===== src/okvt_pkg.sv =====
// Package for the ordered key/value table: sizes, field layout, action codes and
// the sequencer state type. Depends on nothing; imported by ordered_key_value_table.
`timescale 1ns / 1ps
`default_nettype none

package okvt_pkg;

  localparam int DEPTH      = 16;
  localparam int KEY_BITS   = 32;
  localparam int VALUE_BITS = 32;
  localparam int IDX_W      = $clog2(DEPTH);
  localparam int CNT_W      = $clog2(DEPTH + 1);

  localparam int ACT_W      = 3;
  localparam int POS_W      = 4;
  localparam int ENTRY_W    = 5;

  // Slave-side tdata: req_key, new_value, position, zero fill.
  localparam int S_KEY_LSB  = 0;
  localparam int S_VAL_LSB  = S_KEY_LSB + KEY_BITS;
  localparam int S_POS_LSB  = S_VAL_LSB + VALUE_BITS;
  localparam int S_USED_W   = S_POS_LSB + POS_W;
  localparam int S_TDATA_W  = ((S_USED_W + 7) / 8) * 8;

  // Master-side tdata: ok, full_res, found_key, found_value, entry_count, zero fill.
  localparam int M_OK_BIT   = 0;
  localparam int M_FULL_BIT = 1;
  localparam int M_KEY_LSB  = 2;
  localparam int M_VAL_LSB  = M_KEY_LSB + KEY_BITS;
  localparam int M_CNT_LSB  = M_VAL_LSB + VALUE_BITS;
  localparam int M_USED_W   = M_CNT_LSB + ENTRY_W;
  localparam int M_TDATA_W  = ((M_USED_W + 7) / 8) * 8;

  typedef enum logic [ACT_W-1:0] {
    ACT_INSERT  = 3'd0,
    ACT_UPDATE  = 3'd1,
    ACT_UPSERT  = 3'd2,
    ACT_ERASE   = 3'd3,
    ACT_LOOKUP  = 3'd4,
    ACT_READPOS = 3'd5
  } action_t;

  typedef enum logic [2:0] {
    S_IDLE,
    S_SEARCH,
    S_SHIFT,
    S_READ,
    S_RESULT
  } state_t;

endpackage

`default_nettype wire


===== src/ordered_key_value_table.sv =====
// Ordered key/value table: sequencer, entry storage and result register.
// Depends on okvt_pkg for sizes, field layout, action codes and state type.
`timescale 1ns / 1ps
`default_nettype none

// The block holds up to DEPTH unique key/value pairs in the order in which they
// were inserted. Each request transfer on the slave side carries the action in
// s_tuser and gives exactly one result transfer on the master side. Keys and
// values live in two single-port-write memories with a registered read port;
// one shared key comparator walks the entries under a small sequencer, one
// entry per cycle. Insert, update, insert-or-update, erase and lookup start
// with a key search. Erase follows the search with a compaction that copies
// each later entry down by one position, one per cycle. Read-at-position reads
// its entry through the registered read port; an unused action code or a
// position beyond the entry count goes straight to the result. A stalled
// master side holds the sequencer in its result state.
// s_tready is high only while the sequencer is idle; a finished result waits
// in the output register, so the next request may be taken before the
// previous result has been collected. Storage needs no clearing after reset:
// only entries below the entry count are ever used.
module ordered_key_value_table (
  input  wire logic                         clk,
  input  wire logic                         rst,
  // tdata, from bit 0: req_key[31:0], new_value[31:0], position[3:0], zero fill
  input  wire logic [okvt_pkg::S_TDATA_W-1:0] s_tdata,
  // tuser: action[2:0]
  input  wire logic [okvt_pkg::ACT_W-1:0]   s_tuser,
  input  wire logic                         s_tvalid,
  output logic                              s_tready,
  // tdata, from bit 0: ok, full_res, found_key[31:0], found_value[31:0],
  // entry_count[4:0], zero fill
  output logic [okvt_pkg::M_TDATA_W-1:0]    m_tdata,
  output logic                              m_tvalid,
  input  wire logic                         m_tready
);

  import okvt_pkg::*;

  // Entry storage.
  logic [KEY_BITS-1:0]   key_mem [DEPTH];
  logic [VALUE_BITS-1:0] val_mem [DEPTH];
  logic [KEY_BITS-1:0]   key_q;
  logic [VALUE_BITS-1:0] val_q;

  // Sequencer state.
  state_t                state, state_next;
  action_t               act;
  logic [KEY_BITS-1:0]   req_key;
  logic [VALUE_BITS-1:0] req_value;
  logic [CNT_W-1:0]      count, count_next;
  logic [CNT_W-1:0]      rd_idx, rd_idx_next;
  logic [CNT_W-1:0]      wr_idx, wr_idx_next;
  logic [CNT_W-1:0]      q_idx;
  logic                  q_live, q_live_next;

  // Result being built.
  logic                  res_ok, res_ok_next;
  logic                  res_full, res_full_next;
  logic [KEY_BITS-1:0]   res_key, res_key_next;
  logic [VALUE_BITS-1:0] res_val, res_val_next;

  // Memory write port.
  logic                  wr_en, wr_key_en;
  logic [IDX_W-1:0]      wr_addr;
  logic [KEY_BITS-1:0]   wr_key;
  logic [VALUE_BITS-1:0] wr_val;

  // Decisions shared by the next-state and output logic.
  logic                  s_accept, out_free, out_load;
  logic [POS_W-1:0]      in_pos;
  logic                  pos_ok;
  logic                  q_in, q_hit, q_miss, shift_done, table_full;

  assign s_accept   = s_tvalid && s_tready;
  assign s_tready   = (state == S_IDLE);
  assign out_free   = !m_tvalid || m_tready;
  assign out_load   = (state == S_RESULT) && out_free;
  assign in_pos     = s_tdata[S_POS_LSB +: POS_W];
  assign pos_ok     = 32'(in_pos) < 32'(count);
  assign q_in       = q_idx < count;
  assign q_hit      = q_live && q_in && (key_q == req_key);
  assign q_miss     = q_live && !q_in;
  assign shift_done = (wr_idx + CNT_W'(1)) >= count;
  assign table_full = count == CNT_W'(DEPTH);

  // Next state.
  always_comb begin
    state_next = state;
    case (state)
      S_IDLE: begin
        if (s_accept) begin
          case (action_t'(s_tuser))
            ACT_INSERT, ACT_UPDATE, ACT_UPSERT, ACT_ERASE, ACT_LOOKUP: begin
              state_next = S_SEARCH;
            end
            ACT_READPOS: begin
              state_next = pos_ok ? S_READ : S_RESULT;
            end
            default: begin
              state_next = S_RESULT;
            end
          endcase
        end
      end
      S_SEARCH: begin
        if (q_hit && act == ACT_ERASE) begin
          state_next = S_SHIFT;
        end else if (q_hit || q_miss) begin
          state_next = S_RESULT;
        end
      end
      S_SHIFT: begin
        if (shift_done) begin
          state_next = S_RESULT;
        end
      end
      S_READ: begin
        if (q_live) begin
          state_next = S_RESULT;
        end
      end
      S_RESULT: begin
        if (out_free) begin
          state_next = S_IDLE;
        end
      end
      default: begin
        state_next = S_IDLE;
      end
    endcase
  end

  // Datapath control for each state.
  always_comb begin
    count_next    = count;
    rd_idx_next   = rd_idx;
    wr_idx_next   = wr_idx;
    q_live_next   = q_live;
    res_ok_next   = res_ok;
    res_full_next = res_full;
    res_key_next  = res_key;
    res_val_next  = res_val;
    wr_en         = 1'b0;
    wr_key_en     = 1'b0;
    wr_addr       = q_idx[IDX_W-1:0];
    wr_key        = req_key;
    wr_val        = req_value;

    case (state)
      S_IDLE: begin
        if (s_accept) begin
          res_ok_next   = 1'b0;
          res_full_next = 1'b0;
          res_key_next  = '0;
          res_val_next  = '0;
          q_live_next   = 1'b0;
          rd_idx_next   = (action_t'(s_tuser) == ACT_READPOS) ? CNT_W'(in_pos) : '0;
        end
      end
      S_SEARCH: begin
        q_live_next = 1'b1;
        if (rd_idx < count) begin
          rd_idx_next = rd_idx + CNT_W'(1);
        end
        if (q_hit) begin
          case (act)
            ACT_UPDATE, ACT_UPSERT: begin
              wr_en       = 1'b1;
              res_ok_next = 1'b1;
            end
            ACT_ERASE: begin
              rd_idx_next = q_idx + CNT_W'(1);
              wr_idx_next = q_idx;
              q_live_next = 1'b0;
            end
            ACT_LOOKUP: begin
              res_ok_next  = 1'b1;
              res_key_next = key_q;
              res_val_next = val_q;
            end
            default: begin
            end
          endcase
        end else if (q_miss) begin
          if (act == ACT_INSERT || act == ACT_UPSERT) begin
            if (table_full) begin
              res_full_next = 1'b1;
            end else begin
              wr_en       = 1'b1;
              wr_key_en   = 1'b1;
              wr_addr     = count[IDX_W-1:0];
              count_next  = count + CNT_W'(1);
              res_ok_next = 1'b1;
            end
          end
        end
      end
      S_SHIFT: begin
        if (shift_done) begin
          count_next  = count - CNT_W'(1);
          res_ok_next = 1'b1;
        end else begin
          q_live_next = 1'b1;
          if (rd_idx < count) begin
            rd_idx_next = rd_idx + CNT_W'(1);
          end
          if (q_live) begin
            wr_en       = 1'b1;
            wr_key_en   = 1'b1;
            wr_addr     = wr_idx[IDX_W-1:0];
            wr_key      = key_q;
            wr_val      = val_q;
            wr_idx_next = wr_idx + CNT_W'(1);
          end
        end
      end
      S_READ: begin
        q_live_next = 1'b1;
        if (q_live) begin
          res_ok_next  = 1'b1;
          res_key_next = key_q;
          res_val_next = val_q;
        end
      end
      S_RESULT: begin
      end
      default: begin
      end
    endcase
  end

  // Storage: one write and one registered read per cycle.
  always_ff @(posedge clk) begin
    if (wr_en) begin
      if (wr_key_en) begin
        key_mem[wr_addr] <= wr_key;
      end
      val_mem[wr_addr] <= wr_val;
    end
    key_q <= key_mem[rd_idx[IDX_W-1:0]];
    val_q <= val_mem[rd_idx[IDX_W-1:0]];
  end

  // Control registers.
  always_ff @(posedge clk) begin
    if (rst) begin
      state    <= S_IDLE;
      count    <= '0;
      q_live   <= 1'b0;
      m_tvalid <= 1'b0;
    end else begin
      state  <= state_next;
      count  <= count_next;
      q_live <= q_live_next;
      if (out_load) begin
        m_tvalid <= 1'b1;
      end else if (m_tready) begin
        m_tvalid <= 1'b0;
      end
    end
  end

  // Payload registers.
  always_ff @(posedge clk) begin
    rd_idx   <= rd_idx_next;
    wr_idx   <= wr_idx_next;
    q_idx    <= rd_idx;
    res_ok   <= res_ok_next;
    res_full <= res_full_next;
    res_key  <= res_key_next;
    res_val  <= res_val_next;
    if (s_accept) begin
      act       <= action_t'(s_tuser);
      req_key   <= s_tdata[S_KEY_LSB +: KEY_BITS];
      req_value <= s_tdata[S_VAL_LSB +: VALUE_BITS];
    end
    if (out_load) begin
      m_tdata <= M_TDATA_W'({ENTRY_W'(count), res_val, res_key, res_full, res_ok});
    end
  end

  // The entry count never exceeds the table size.
  a_count_range: assert property (@(posedge clk) disable iff (rst)
    count <= CNT_W'(DEPTH))
    else $error("entry count beyond table size");

  // Without a request the table contents count stays put.
  a_idle_count: assert property (@(posedge clk) disable iff (rst)
    (state == S_IDLE && !s_accept) |=> count == $past(count))
    else $error("entry count changed while idle");

  // A result carries the entry count left by its own request.
  a_result_count: assert property (@(posedge clk) disable iff (rst)
    out_load |=> m_tdata[M_CNT_LSB +: ENTRY_W] == ENTRY_W'($past(count)))
    else $error("result entry count mismatch");

  // A table-full result is only given when every entry is in use.
  a_full_flag: assert property (@(posedge clk) disable iff (rst)
    (out_load && res_full) |-> table_full)
    else $error("full flag with free entries");

  // Compaction only runs on a non-empty table.
  a_shift_nonempty: assert property (@(posedge clk) disable iff (rst)
    (state == S_SHIFT) |-> count != '0)
    else $error("erase compaction on an empty table");

endmodule

`default_nettype wire


===== config.mk =====
export PLATFORM = sky130hd
export DESIGN_NAME = ordered_key_value_table
export DESIGN_NICKNAME = d
export VERILOG_FILES = /design/src/okvt_pkg.sv /design/src/ordered_key_value_table.sv
export SDC_FILE = /design/constraint.sdc
export NUM_CORES = 1
export LEC_CHECK = 0
export BUFFER_PORTS_ARGS = -buffer_cell sky130_fd_sc_hd__buf_2
export CAP_MARGIN = 20
export CORE_MARGIN = 2
export CORE_UTILIZATION = 40
export CTS_CLUSTER_DIAMETER = 50
export DETAILED_ROUTE_END_ITERATION = 16
export PLACE_DENSITY = 0.6
export SLEW_MARGIN = 15
export SYNTH_ARGS = -nofsm -noshare
export SYNTH_HDL_FRONTEND = slang
export SYNTH_SLANG_ARGS = --single-unit

===== constraint.sdc =====
create_clock -name clk -period 6.2 [get_ports clk]
set_input_delay 0.93 -clock clk [delete_from_list [all_inputs] [get_ports clk]]
set_output_delay 0.93 -clock clk [all_outputs]
set_load 0.01 [all_outputs]

* Word level (Yosys, flattened, before mapping)
Memory sizes are Yosys's and may differ from the RTL's. A register that Yosys moved wholly into a read port is not among the register bits.
Index checks and enable logic that the tools add are counted.
** Cells by class
- $add $sub $neg :: 5
- Order comparisons :: 4
- Eq/ne operators :: 34
- Multiplexer cells :: 84
- Reductions and logical operators :: 31
** Operators with widths (count)
- $mux W32 :: 13
- $pmux W32 S3 :: 2
- $mux W5 :: 14
- $eq A32 B32 Y1 :: 1
- $mux W1 :: 30
- $mux W4 :: 7
- $ne A2 B2 Y1 const B :: 12
- $mux W3 :: 7
- $add A5 B1 Y5 const B :: 4
- $pmux W5 S2 :: 2
- $eq A3 B2 Y1 const B :: 6
- $ne A3 B3 Y1 const B :: 5
- $pmux W3 S5 :: 1
- $pmux W5 S3 :: 1
- $reduce_and A5 Y1 :: 3
- $eq A3 B3 Y1 const B :: 4
- $reduce_and A6 Y1 :: 2
- $lt A5 B5 Y1 :: 2
- $eq A3 B1 Y1 const B :: 3
- $logic_not A3 Y1 :: 3
- $pmux W1 S4 :: 2
- $pmux W4 S2 :: 1
- $reduce_and A8 Y1 :: 1
- $logic_and A1 B1 Y1 :: 6
- 16 further kinds :: 26
** Word-level totals
- Bits in registers :: 229
- Memory bits (writable) :: 1024
- Input port bits :: 79
- Memories kept :: 2
** Memory list
- key_mem :: depth 16, bits a word 32, rd ports 1, clocked after Yosys merged registers in 1, write ports 1, RTL line ordered_key_value_table.sv:40 : logic [KEY_BITS-1:0] key_mem [DEPTH];
- val_mem :: depth 16, bits a word 32, rd ports 1, clocked after Yosys merged registers in 1, write ports 1, RTL line ordered_key_value_table.sv:41 : logic [VALUE_BITS-1:0] val_mem [DEPTH];

* Longest topological paths before layout
- Depth in word-level cells :: 9
- Gate-level depth with buffers :: 12
- Gate-level depth less buffers :: 10

* Worst setup path after synthesis
No wires, ideal clock.
- Path type :: register to register
- From :: register count[2]
- To :: register res_key[0] (enable)
- Data arrival time :: 4853 ps
- Data required time :: 5714 ps
- Slack :: 861 ps
- Stages on the path, launching flop included :: 11
- Buffers on the path :: 1
- Period minus slack after synthesis :: 5339 ps
- Path through :: dfxtp_1 > inv_1 > ha_1 > a21oi_1 > o21ai_1 > a31o_1 > or4_1 > buf_2 > o31ai_1 > a21oi_1 > nor2_1
** On the way
- Longest elaborated chain between the ends :: 5
** Ends and longest elaborated chain
- start, declared :: RTL line ordered_key_value_table.sv:50 : logic [CNT_W-1:0] count, count_next;
- start signal, assigned :: RTL line ordered_key_value_table.sv:253 : count <= count_next;
- $lt A5 B5 Y1 :: RTL line ordered_key_value_table.sv:80 : assign q_in = q_idx < count;
- $logic_and A1 B1 Y1 (2 in a row) :: RTL line ordered_key_value_table.sv:81 : assign q_hit = q_live && q_in && (key_q == req_key);
- $ne A2 B2 Y1 (no source line)
- $reduce_and A5 Y1 (no source line)
- end signal, assigned :: RTL line ordered_key_value_table.sv:270 : res_key <= res_key_next;
- end, declared :: RTL line ordered_key_value_table.sv:59 : logic [KEY_BITS-1:0] res_key, res_key_next;
No other way between the ends.
A chain may end at the register's enable or synchronous reset.

* Worst setup path in the final report
- From :: register state[2]
- To :: memory val_mem[14][9] (enable)
** On the way
- Longest elaborated chain between the ends :: 4
- Elaborated cells on any way between the ends :: 6
- Classes of those cells :: eq/ne (2); mux (4)
** Ends and longest elaborated chain
- start, declared :: RTL line ordered_key_value_table.sv:46 : state_t state, state_next;
- start signal, assigned :: RTL line ordered_key_value_table.sv:252 : state <= state_next;
- $eq A3 B2 Y1 / $eq A3 B1 Y1 (equally long branches) :: RTL line ordered_key_value_table.sv:149 : case (state)
- $pmux W1 S2 :: RTL line ordered_key_value_table.sv:149
- $mux W1 :: RTL line ordered_key_value_table.sv:234 : if (wr_en) begin
- $mux W1 (not written as such) :: RTL line ordered_key_value_table.sv:238 : val_mem[wr_addr] <= wr_val;
- end, declared :: RTL line ordered_key_value_table.sv:41
Parallel ways exist; a longest one is shown, timed or not.

==> results.py <==
metrics = {
    "route": {
        "drcViolationCount": 0,
        "dr.pass1.iters": 5,
        "wl_per_cell_um": 24.9,
        "drt_iter0_markers": 2748,
        "drt-total-wl_um": 119000,
        "drt-met1-wl_um": 52500,
        "viasPerCell": 5.40,
        "antenna_left": 0,
        "met2_length_um": 56300,
        "topRoutingLayerUsed": "met4",
        "vias": 25800,
        "met3_length_um": 7510,
    },
    "grt": {
        "antenna_found_initial": 5,
        "grt.overflow.total": 0,
        "grt_pass1_vias": 25600,
        "grt_max_degree": 132,
        "grt_usage": 0.184,
        "grt_pass1_wl_um": 172000,
    },
    "finish": {
        "layout-drive-gt1-share": 0.207,
        "fillers": 10500,
        "antennaDiodeCount": 0,
        "area_delta_synth_final_pct": 14.9,
        "layout_commonest_cell": "edfxtp_1",
        "reg_top3": "key_mem x512, val_mem x512, m_tdata x71",
        "final_cell_mix": "edfxtp_1, nand2_1, mux2i_1, buf_2, clkbuf_16",
        "nNetsFinal": 3115,
    },
    "clock_tree": {
        "root_buffer": "clkbuf_16",
        "clk_latency_ps": 750,
        "cts.path.max_buffers": 3,
        "clkTransAtPathRegs_ps": 60,
        "numCtsBuffers": 137,
        "post_cts_buffers": 0,
        "cts_tree": "built",
        "cts_sinks": 1317,
        "cts.hold.buffers_added": 0,
        "ctsResizeCount": 0,
        "h-tree-depth": 4,
    },
    "synth": {
        "synth_area_leaders": "edfxtp_1, mux4_2, mux2i_1, dfxtp_1, nand2_1",
        "synth.top_cell.area_share": 0.739,
        "yosys.area.top_type": "edfxtp_1",
        "ys.flop_type": "edfxtp_1",
        "ys_seq_area_frac": 0.771,
        "yosysWarningCount": 0,
        "syn-instance-count": 2805,
        "syn-num-nets": 2907,
        "synth-edff-count": 1238,
        "ys_ff_latch": 1317,
        "syn-cell-area_um2": 50300,
        "synth_cell_types": 67,
        "synthArstFlopShare": 0,
        "postSynthAreaPerCell_um2": 17.9,
    },
    "timing": {
        "fmax_mhz": 210,
        "fin_worst_skew_ps": 31.3,
        "rsz0062_at_grt": "false",
        "hold_viol": 0,
        "setup_tns_ps": 0,
        "worst_pin_slew_ps": 1070,
        "final.min_clock_period_ps": 4750,
        "finalMaxSlewViolations": 0,
        "relSlewSlack": 0.289,
        "setup_viol": 0,
        "post-route-period-util": 0.767,
    },
    "worst_hold_path": {
        "min_from": "s_tdata[53]",
        "min_to": "req_value[21]",
        "holdPathStages": 1,
        "hp-class": "input pin to flip-flop",
    },
    "setup_path": {
        "cp_max_fo": 43,
        "worstSetupPathType": "flip-flop to flip-flop",
        "critical-path-max-stage-delay_ps": 880,
        "slowest_stage": "nor2_4",
        "rr_worst_depth": 8,
        "reg2reg_slack_ps": 1450,
        "end_kind": "flip-flop",
        "r2r_end": "val_mem[14][9]",
        "timing.rr.start": "state[2]",
        "arrival_ps": 5170,
        "worstPathCellList": "nand3b_1 -> inv_1 -> o2111ai_1 -> and2_4 -> a311o_1 -> nand2_1 -> nor2_4 -> buf_4",
        "cp.required_ps": 6620,
        "critical_path.startpoint_type": "flip-flop",
    },
    "floorplan": {
        "dieArea_um2": 129000,
        "start_util": 0.402,
        "fp-row-count": 130,
        "die_x_um": 359,
        "die_h_um": 359,
        "ios": 153,
        "coreArea_um2": 125000,
    },
    "placed_design": {
        "io_buffers": 147,
        "dpl.hpwl_um": 64400,
        "gp_congestion": 0.802,
    },
    "pwr": {
        "power_density_nw_per_um2": 392,
        "ir_worst_vdd_v": 0.000397,
        "p_leak_nw": 19.2,
        "total_power_w": 0.0227,
    },
    "flow_run": {
        "cap_violations": 0,
    },
    "outcome": {
        "status": "finished clean",
    },
}
-- kinds of logic (layout without fill, tap and decap cells) --
kind of cell / count (synthesis) / in the layout / share of synthesized area
compound gates: 398 / 398 / 0.0506
xor+xnor: 48 / 48 / 0.00836
mux: 391 / 391 / 0.111
buf+inv: 154 / 475 / 0.0119
simple gates: 473 / 473 / 0.0412
fa+ha+maj: 23 / 23 / 0.00587
flops: 1317 / 1317 / 0.771
other cells: 1 / 1 / 0.0000746
-- power by group --
| part | internal, W | total (W) | switching, W | leakage (nW) |
|---|---|---|---|---|
| clock | 0.00460 | 0.00795 | 0.00336 | 2.12 |
| sequential | 0.0105 | 0.0108 | 0.000302 | 11.9 |
| combinational | 0.00142 | 0.00388 | 0.00246 | 5.18 |
-- cell usage after synthesis (all sizes together) (2+ instances only) --
cell and number:
a211oi 4, a21boi 3, a21o 5, a21oi 82, a221oi 64, a22oi 66, a311o 3, a311oi 3
a31o 2, a31oi 4, and2 68, and3 4, buf 45, clkbuf 96, dfxtp 79, edfxtp 1238
ha 22, inv 13, mux2 66, mux2i 197, mux4 128, nand2 292, nand2b 2, nand3 15
nand3b 2, nor2 57, nor2b 4, nor3 8, nor4 9, o2111ai 3, o21ai 142, o221ai 3
o31ai 3, or2 3, or2b 2, or3 2, xnor2 12, xor2 36
-- worst max-delay path: cells and delay by family, from the launching register on --
kind	cells	cell delay, ps
AND/OR/NAND/NOR	4	2490
buffers and inverters	2	580
flip-flops	1	760
AO/OA/AOI/OAI	2	590
-- per-stage QoR --
step                worst slack, ps  instance area [um^2]  hold WS [ps]  cells  utilization
global placement               1460                 53400           402   4523        0.426
floorplan                       861                 50300           375   2805            -
finish                         1450                 57800           359   4776        0.461
detailed placement             1450                 53400           405   4523        0.426
global route                   1110                 57800           326   4776        0.461
CTS                            1430                 57800           303   4775        0.461
-- area by class of cell --
class                      instances  area, um^2  share of cell area
multi-input combinational       1334       11200               0.194
clock buffer                     189        3830              0.0663
clock inverter                    63         551             0.00953
sequential                      1317       38800               0.671
inverter                          13        48.8            0.000844
tap                             1650        2060              0.0357
timing repair buffer             210        1310              0.0226
-- worst max-delay path by stage --
stage                         from              to  slack [ps]  cells past startpoint
after global placement    state[2]  val_mem[14][0]        1460                      8
final                     state[2]  val_mem[14][9]        1450                      8
after detailed placement  state[2]  val_mem[14][0]        1450                      8
after global routing      state[2]  val_mem[14][8]        1110                      8
after floorplan           count[2]      res_key[0]         860                     10
after CTS                 state[2]  val_mem[14][9]        1430                      8
-- metal layers --
| metal | up-vias | track usage |
|---|---|---|
| met1 | 13300 | 0.262 |
| met5 | - | 0 |
| met4 | 0 | 0.0520 |
| li1 | 11500 | - |
| met3 | 153 | 0.0308 |
| met2 | 824 | 0.294 |
No activity file was read; power rests on OpenSTA's default activity.
